File: src/rtl/tmp_pkg.sv
package tmp_pkg;

	localparam int WIDE_BITS = 64;
	localparam int WIDE_LIMIT_BIT = 60;

	typedef logic signed [WIDE_BITS-1:0] wide_t;

	typedef enum logic [1:0] {
		OP_MUL,
		OP_DIV,
		OP_SQRT
	} unit_op_t;

	typedef struct packed {
		logic     start;
		unit_op_t op;
	} unit_req_t;

	typedef struct packed {
		logic done;
	} unit_rsp_t;

	function automatic logic [WIDE_BITS-1:0] mag(input wide_t x);
		return x < 0 ? $unsigned(-x) : $unsigned(x);
	endfunction

endpackage

File: src/rtl/tmp_unit.sv
module tmp_unit #(
	parameter int WORD_BITS = 32,
	parameter int FRACTION_BITS = 16
) (
	input  logic                clk,
	input  logic                arst_n,
	input  tmp_pkg::unit_req_t  req,
	input  tmp_pkg::wide_t      a,
	input  tmp_pkg::wide_t      b,
	output tmp_pkg::unit_rsp_t  rsp,
	output tmp_pkg::wide_t      result
);

	localparam int WB = tmp_pkg::WIDE_BITS;
	localparam int MB = WORD_BITS + 4;
	localparam int PW = WB + MB;
	localparam int RW = WORD_BITS + 2;
	localparam int CW = $clog2(WB + 1);
	localparam tmp_pkg::wide_t SMAX = (64'sd1 <<< (WORD_BITS - 1)) - 64'sd1;
	localparam tmp_pkg::wide_t SMIN = -SMAX - 64'sd1;

	typedef enum logic [1:0] {
		U_IDLE,
		U_RUN,
		U_FIN
	} ustate_t;

	ustate_t           state_q;
	tmp_pkg::unit_op_t op_q;
	logic              neg_q;
	logic              done_q;
	logic [CW-1:0]     cnt_q;
	logic [PW-1:0]     acc_q;
	logic [PW-1:0]     opd_q;
	logic [WB-1:0]     d_q;
	logic [WB-1:0]     mb_q;
	tmp_pkg::wide_t    result_q;

	logic [WB-1:0]     ma;
	logic [WB-1:0]     mbm;
	logic [WB:0]       r_div;
	logic [RW-1:0]     r_sq;
	logic [RW-1:0]     trial;
	logic [PW-1:0]     prod;
	logic [WB-1:0]     prod_c;
	tmp_pkg::wide_t    sq_in;

	always_comb begin
		ma = tmp_pkg::mag(a);
		mbm = tmp_pkg::mag(b);
		r_div = {acc_q[WB-1:0], opd_q[WB-1]};
		r_sq = {acc_q[RW-3:0], opd_q[2*WORD_BITS-1 -: 2]};
		trial = {mb_q[WORD_BITS-1:0], 2'b01};
		prod = acc_q >> FRACTION_BITS;
		if (prod[PW-1:tmp_pkg::WIDE_LIMIT_BIT] != '0) begin
			prod_c = WB'(1) << tmp_pkg::WIDE_LIMIT_BIT;
		end else begin
			prod_c = prod[WB-1:0];
		end
		sq_in = (a > SMAX) ? SMAX : a;
	end

	always_ff @(posedge clk or negedge arst_n) begin
		if (!arst_n) begin
			state_q <= U_IDLE;
			done_q <= 1'b0;
			op_q <= tmp_pkg::OP_MUL;
			neg_q <= 1'b0;
			cnt_q <= '0;
		end else begin
			done_q <= 1'b0;
			unique case (state_q)
				U_IDLE: begin
					if (req.start) begin
						op_q <= req.op;
						neg_q <= (a < 0) != (b < 0);
						acc_q <= '0;
						mb_q <= '0;
						unique case (req.op)
							tmp_pkg::OP_MUL: begin
								opd_q <= PW'(ma);
								d_q <= mbm;
								cnt_q <= CW'(MB);
								state_q <= U_RUN;
							end
							tmp_pkg::OP_DIV: begin
								opd_q <= PW'(ma << FRACTION_BITS);
								d_q <= mbm;
								cnt_q <= CW'(WB);
								if (ma == '0) begin
									result_q <= '0;
									done_q <= 1'b1;
								end else if (mbm == '0) begin
									result_q <= ((a < 0) != (b < 0)) ? SMIN : SMAX;
									done_q <= 1'b1;
								end else begin
									state_q <= U_RUN;
								end
							end
							default: begin
								opd_q <= (PW'($unsigned(sq_in)) << FRACTION_BITS)
									| ((PW'(1) << FRACTION_BITS) - PW'(1));
								cnt_q <= CW'(WORD_BITS);
								if (a <= 0) begin
									result_q <= '0;
									done_q <= 1'b1;
								end else begin
									state_q <= U_RUN;
								end
							end
						endcase
					end
				end
				U_RUN: begin
					cnt_q <= cnt_q - CW'(1);
					if (cnt_q == CW'(1)) begin
						state_q <= U_FIN;
					end
					unique case (op_q)
						tmp_pkg::OP_MUL: begin
							if (d_q[0]) begin
								acc_q <= acc_q + opd_q;
							end
							opd_q <= opd_q << 1;
							d_q <= d_q >> 1;
						end
						tmp_pkg::OP_DIV: begin
							if (r_div >= {1'b0, d_q}) begin
								acc_q <= PW'(r_div - {1'b0, d_q});
								mb_q <= {mb_q[WB-2:0], 1'b1};
							end else begin
								acc_q <= PW'(r_div);
								mb_q <= {mb_q[WB-2:0], 1'b0};
							end
							opd_q <= opd_q << 1;
						end
						default: begin
							if (r_sq >= trial) begin
								acc_q <= PW'(r_sq - trial);
								mb_q <= {mb_q[WB-2:0], 1'b1};
							end else begin
								acc_q <= PW'(r_sq);
								mb_q <= {mb_q[WB-2:0], 1'b0};
							end
							opd_q <= opd_q << 2;
						end
					endcase
				end
				default: begin
					done_q <= 1'b1;
					state_q <= U_IDLE;
					unique case (op_q)
						tmp_pkg::OP_MUL: begin
							result_q <= neg_q ? -$signed(prod_c) : $signed(prod_c);
						end
						tmp_pkg::OP_DIV: begin
							if (mb_q[WB-1:WORD_BITS-1] != '0) begin
								result_q <= neg_q ? SMIN : SMAX;
							end else begin
								result_q <= neg_q ? -$signed(mb_q) : $signed(mb_q);
							end
						end
						default: begin
							result_q <= ($signed(mb_q) > SMAX) ? SMAX : $signed(mb_q);
						end
					endcase
				end
			endcase
		end
	end

	assign rsp.done = done_q;
	assign result = result_q;

endmodule

File: config.mk
export PLATFORM = sky130hd
export DESIGN_NAME = tmp_unit
export DESIGN_NICKNAME = d
export VERILOG_FILES = /design/src/rtl/tmp_pkg.sv /design/src/rtl/tmp_unit.sv
export SDC_FILE = /design/constraint.sdc
export NUM_CORES = 2
export LEC_CHECK = 0
export BUFFER_PORTS_ARGS = -buffer_cell sky130_fd_sc_hd__clkbuf_2
export CAP_MARGIN = 20
export CORE_MARGIN = 4
export CORE_UTILIZATION = 35
export DETAILED_ROUTE_END_ITERATION = 7
export PLACE_DENSITY = 0.46
export REMOVE_ABC_BUFFERS = 1
export SLEW_MARGIN = 25
export SYNTH_ARGS = -nofsm -noshare
export SYNTH_HDL_FRONTEND = slang
export SYNTH_SLANG_ARGS = --single-unit
File: constraint.sdc
create_clock -name clk -period 17.1 [get_ports clk]
set_input_delay 1.71 -clock clk [delete_from_list [all_inputs] [get_ports clk]]
set_output_delay 1.71 -clock clk [all_outputs]
set_load 0.02 [all_outputs]
==> run_summary.xml <==
<?xml version="1.0" encoding="UTF-8"?>
<metrics>
  <group name="cts">
    <metric name="cts_made_buffers" unit="">52</metric>
    <metric name="post_cts.resized_instances" unit="">0</metric>
    <metric name="clock_sink_count" unit="">405</metric>
    <metric name="skew_pair_late_insertion_delay" unit="ps">670</metric>
    <metric name="cts_hold_repair.buffers" unit="">0</metric>
    <metric name="cts_root_buffer" unit="">sky130_fd_sc_hd__clkbuf_16</metric>
    <metric name="post_cts_buffers" unit="">0</metric>
    <metric name="tritoncts" unit="">built</metric>
    <metric name="clock_tree.htree_level_count" unit="">2</metric>
    <metric name="clk_pin_slew_worst_paths" unit="ps">60</metric>
    <metric name="clock_path_buffers" unit="">3</metric>
  </group>
  <group name="grt">
    <metric name="largest_net_degree_at_the_start_of_global_routing" unit="">120</metric>
    <metric name="grt_usage" unit="">0.2656</metric>
    <metric name="antenna_violations_before_repair" unit="">16</metric>
    <metric name="grt_remaining_overflow" unit="">0</metric>
    <metric name="grt_first_pass_wirelength" unit="um">239500</metric>
    <metric name="first_global_vias" unit="">36120</metric>
  </group>
  <group name="power">
    <metric name="total_power_divided_by_cell_area" unit="nW/um^2">246.8</metric>
    <metric name="vdd_drop_max" unit="uV">164.8</metric>
    <metric name="standby_leakage_power" unit="nW">16.20</metric>
  </group>
  <group name="floorplanning">
    <metric name="placeableCoreArea" unit="um^2">111300</metric>
    <metric name="top_level_ports" unit="">198</metric>
    <metric name="core.rowCount" unit="">122</metric>
    <metric name="die_h" unit="um">343.6</metric>
    <metric name="floorplan_die_width" unit="um">343.6</metric>
    <metric name="die-area" unit="um^2">118100</metric>
    <metric name="initial_utilization" unit="">0.3542</metric>
  </group>
  <group name="detailed_routing">
    <metric name="route.detailed.drc" unit="">0</metric>
    <metric name="final_antenna_net_count" unit="">0</metric>
    <metric name="route.detailed.vias_per_inst" unit="">6.026</metric>
    <metric name="vias" unit="">38320</metric>
    <metric name="totalWireLength" unit="um">162100</metric>
    <metric name="first_iter_violations" unit="">3833</metric>
    <metric name="routed_length_per_instance" unit="um">25.50</metric>
    <metric name="first_pass_iters" unit="">5</metric>
  </group>
  <group name="sta">
    <metric name="rsz0062_at_grt" unit="">no</metric>
    <metric name="timing.clock.skew" unit="ps">49.47</metric>
    <metric name="slew_viol_final" unit="">0</metric>
    <metric name="fmax" unit="GHz">0.1419</metric>
    <metric name="final_hold_slack" unit="ps">475.9</metric>
    <metric name="post-route-period-util" unit="">0.4122</metric>
    <metric name="setup_viol_count_final" unit="">0</metric>
    <metric name="max_slew_headroom_at_the_worst_pin" unit="">0.2365</metric>
    <metric name="worst_pin_slew" unit="ps">1141</metric>
    <metric name="setup_total_negative_slack" unit="ps">0</metric>
    <metric name="final_hold_viol_count" unit="">0</metric>
    <metric name="timing.final.crit_period" unit="ps">7049</metric>
  </group>
  <group name="critical_path">
    <metric name="crit_chain" unit="">clkbuf_2 -&gt; or4_1 -&gt; nor3_2 -&gt; nand4_1 -&gt; or4_1 -&gt; a2bb2oi_1 -&gt; a2111oi_0 -&gt; nand4b_1 -&gt; nor4_1 -&gt; a21oi_1 -&gt; o31a_1 -&gt; o21ai_2 -&gt; and2_2 -&gt; buf_4</metric>
    <metric name="timing.critical_path.max_delay_family" unit="">simple AND/OR/NAND/NOR gates</metric>
    <metric name="setup.worst_path.end_class" unit="">flop</metric>
    <metric name="most_used_cell_cp" unit="">sky130_fd_sc_hd__or4_1</metric>
    <metric name="reg2reg_depth" unit="">17</metric>
    <metric name="critical_path.startpoint_type" unit="">primary input</metric>
    <metric name="crit-reg2reg-capture" unit="">acc_q[11]</metric>
    <metric name="r2r_start" unit="">opd_q[63]</metric>
    <metric name="critical_path.slowest_cell" unit="">sky130_fd_sc_hd__a2111oi_0</metric>
    <metric name="timing.critical_path.slowest_cell_delay" unit="ps">820</metric>
    <metric name="cp_max_fo" unit="">62</metric>
    <metric name="worst_ep_required_time" unit="ps">17390</metric>
    <metric name="class_of_the_most_critical_setup_path" unit="">primary input to flop</metric>
    <metric name="cp_data_arrival_time" unit="ps">7340</metric>
    <metric name="setup.reg_to_reg.worst_slack" unit="ps">11470</metric>
    <metric name="critical_path_buf_inv_count" unit="">2</metric>
  </group>
  <group name="final_layout">
    <metric name="final_layout_size_suffix_gt1_frac" unit="">0.09360</metric>
    <metric name="multi_input_comb_area" unit="um^2">25430</metric>
    <metric name="num-fill-cells" unit="">11560</metric>
    <metric name="flow.area_growth_from_synthesis" unit="%">9.903</metric>
    <metric name="seq_area" unit="um^2">12110</metric>
    <metric name="final_nets" unit="">5159</metric>
  </group>
  <group name="synthesis">
    <metric name="synth_edf_count" unit="">392</metric>
    <metric name="synth-seq-cells" unit="">405</metric>
    <metric name="asyncSetResetFlopFracSynth" unit="">0.03210</metric>
    <metric name="instance_count_of_the_mapped_netlist" unit="">4838</metric>
    <metric name="postSynthAreaPerCell" unit="um^2">8.148</metric>
    <metric name="post_synth_num_cell_types" unit="">102</metric>
    <metric name="area_of_the_mapped_netlist" unit="um^2">39420</metric>
    <metric name="synth_top_area_cell" unit="">sky130_fd_sc_hd__edfxtp_1</metric>
    <metric name="synth.yosys.warnings" unit="">0</metric>
    <metric name="synth_top_cell_area_share" unit="">0.2986</metric>
    <metric name="post-synth-top-count-cell" unit="">sky130_fd_sc_hd__nand2_1</metric>
    <metric name="synth_flop_cell" unit="">sky130_fd_sc_hd__edfxtp_1</metric>
    <metric name="synth_common_cells" unit="">462 x sky130_fd_sc_hd__nand2_1, 448 x sky130_fd_sc_hd__o21ai_0, 436 x sky130_fd_sc_hd__a21oi_1, 413 x sky130_fd_sc_hd__nor2_1, 392 x sky130_fd_sc_hd__edfxtp_1</metric>
    <metric name="synth_seq_area_share" unit="">0.3069</metric>
    <metric name="netlist_top_cells_area" unit="">sky130_fd_sc_hd__edfxtp_1 30%, sky130_fd_sc_hd__ha_1 6.5%, sky130_fd_sc_hd__o21ai_0 5.7%</metric>
  </group>
  <group name="placed_design">
    <metric name="gp_congestion" unit="">0.9467</metric>
    <metric name="dpl.hpwl" unit="um">126700</metric>
    <metric name="port_buffers" unit="">197</metric>
  </group>
  <group name="worst_hold_path">
    <metric name="hold_start" unit="">cnt_q[4]</metric>
    <metric name="holdCritPathClass" unit="">flop to flop</metric>
    <metric name="min_delay_path_depth" unit="">1</metric>
    <metric name="hold_path_end" unit="">cnt_q[4]</metric>
  </group>
  <group name="run_status">
    <metric name="run_status" unit="">finished, final reports clean</metric>
  </group>
  <group name="job">
    <metric name="drv.max_cap_violation_count" unit="">0</metric>
  </group>
</metrics>
[kinds of logic after synthesis]
logic type      share of synthesized area
fa+ha+maj                         0.06608
compound gates                     0.2672
mux                               0.04298
flops                              0.3069
simple gates                       0.1883
xor+xnor                          0.07799
buf+inv                           0.05066
[where the power goes]
part / switching [mW] / internal [mW] / leakage (nW)
sequential: 0.665 / 1.81 / 3.91
combinational: 4.43 / 2.61 / 11.4
clock: 0.489 / 0.681 / 0.853
total: 5.58 / 5.11 / 16.2
[sequential cells by signal (all words and copies together) (netlist names)]
name / cells
result: 64
mb_q: 64
op_q: 2
cnt_q: 7
state_q: 2
neg_q: 1
acc_q: 100
opd_q: 100
rsp: 1
d_q: 64
[worst max-delay path by stage]
stage	startpoint	to	slack (ps)	depth (start not counted)
floorplan	op_q[1]	acc_q[0]	4780	4
global placement	b[4]	result[1]	9380	14
detailed placement	b[4]	result[1]	9430	14
CTS	b[4]	result[11]	10110	14
global route	b[4]	result[11]	9770	14
finish	b[4]	result[11]	10050	14
[metal layers]
| metal | vias up | track usage | part of all wire |
|---|---|---|---|
| met4 | 14 | 0.08364 | 0.034 |
| met3 | 227 | 0.04197 | 0.067 |
| met5 | - | 0 | 0.00060 |
| met1 | 18500 | 0.3931 | 0.48 |
| met2 | 1421 | 0.3940 | 0.42 |
| li1 | 18150 | - | - |
[through the flow]
step	std cells	utilization	area [um^2]	worst slack, ps	power (mW)
floorplan	4512	-	38120	4782	7.234
global placement	6253	0.3731	41520	9381	9.398
detailed placement	6253	0.3731	41520	9429	9.354
CTS	6349	0.3890	43290	10110	10.57
global route	6353	0.3892	43310	9772	11.50
finish	6358	0.3893	43320	10050	10.69
[layout make-up]
cell class / instances / area share
diodes: 9 / 0.0005199
clock buffers: 59 / 0.03064
clock inverters: 37 / 0.01008
inverters: 187 / 0.01626
multi-input cells: 3920 / 0.5871
flip-flops and latches: 405 / 0.2794
well taps: 1488 / 0.04297
repair buffers: 253 / 0.03304
[placed cells by master (no fill, tap or decap), types with 54 or more instances in the layout]
cell type                  netlist  routed
sky130_fd_sc_hd__nand4_1       102     102
sky130_fd_sc_hd__xnor2_1       191     191
sky130_fd_sc_hd__nor3_1        114     111
sky130_fd_sc_hd__a21oi_1       436     434
sky130_fd_sc_hd__a21o_1        105     104
sky130_fd_sc_hd__o21ai_0       448     447
sky130_fd_sc_hd__clkbuf_2        1     196
sky130_fd_sc_hd__nand2_1       462     461
sky130_fd_sc_hd__o31ai_1        67      67
sky130_fd_sc_hd__o21ai_1        54      55
sky130_fd_sc_hd__mux2i_1       140     140
sky130_fd_sc_hd__buf_4           5      54
sky130_fd_sc_hd__nor2_1        413     405
sky130_fd_sc_hd__a221oi_1       62      62
sky130_fd_sc_hd__inv_1         186     185
sky130_fd_sc_hd__edfxtp_1      392     392
sky130_fd_sc_hd__nand3_1        72      72
sky130_fd_sc_hd__or3_1          54      54
sky130_fd_sc_hd__ha_1          205     205
sky130_fd_sc_hd__xor2_1        160     160
sky130_fd_sc_hd__a211oi_1       67      67
Power figures use the tool's default switching activity.
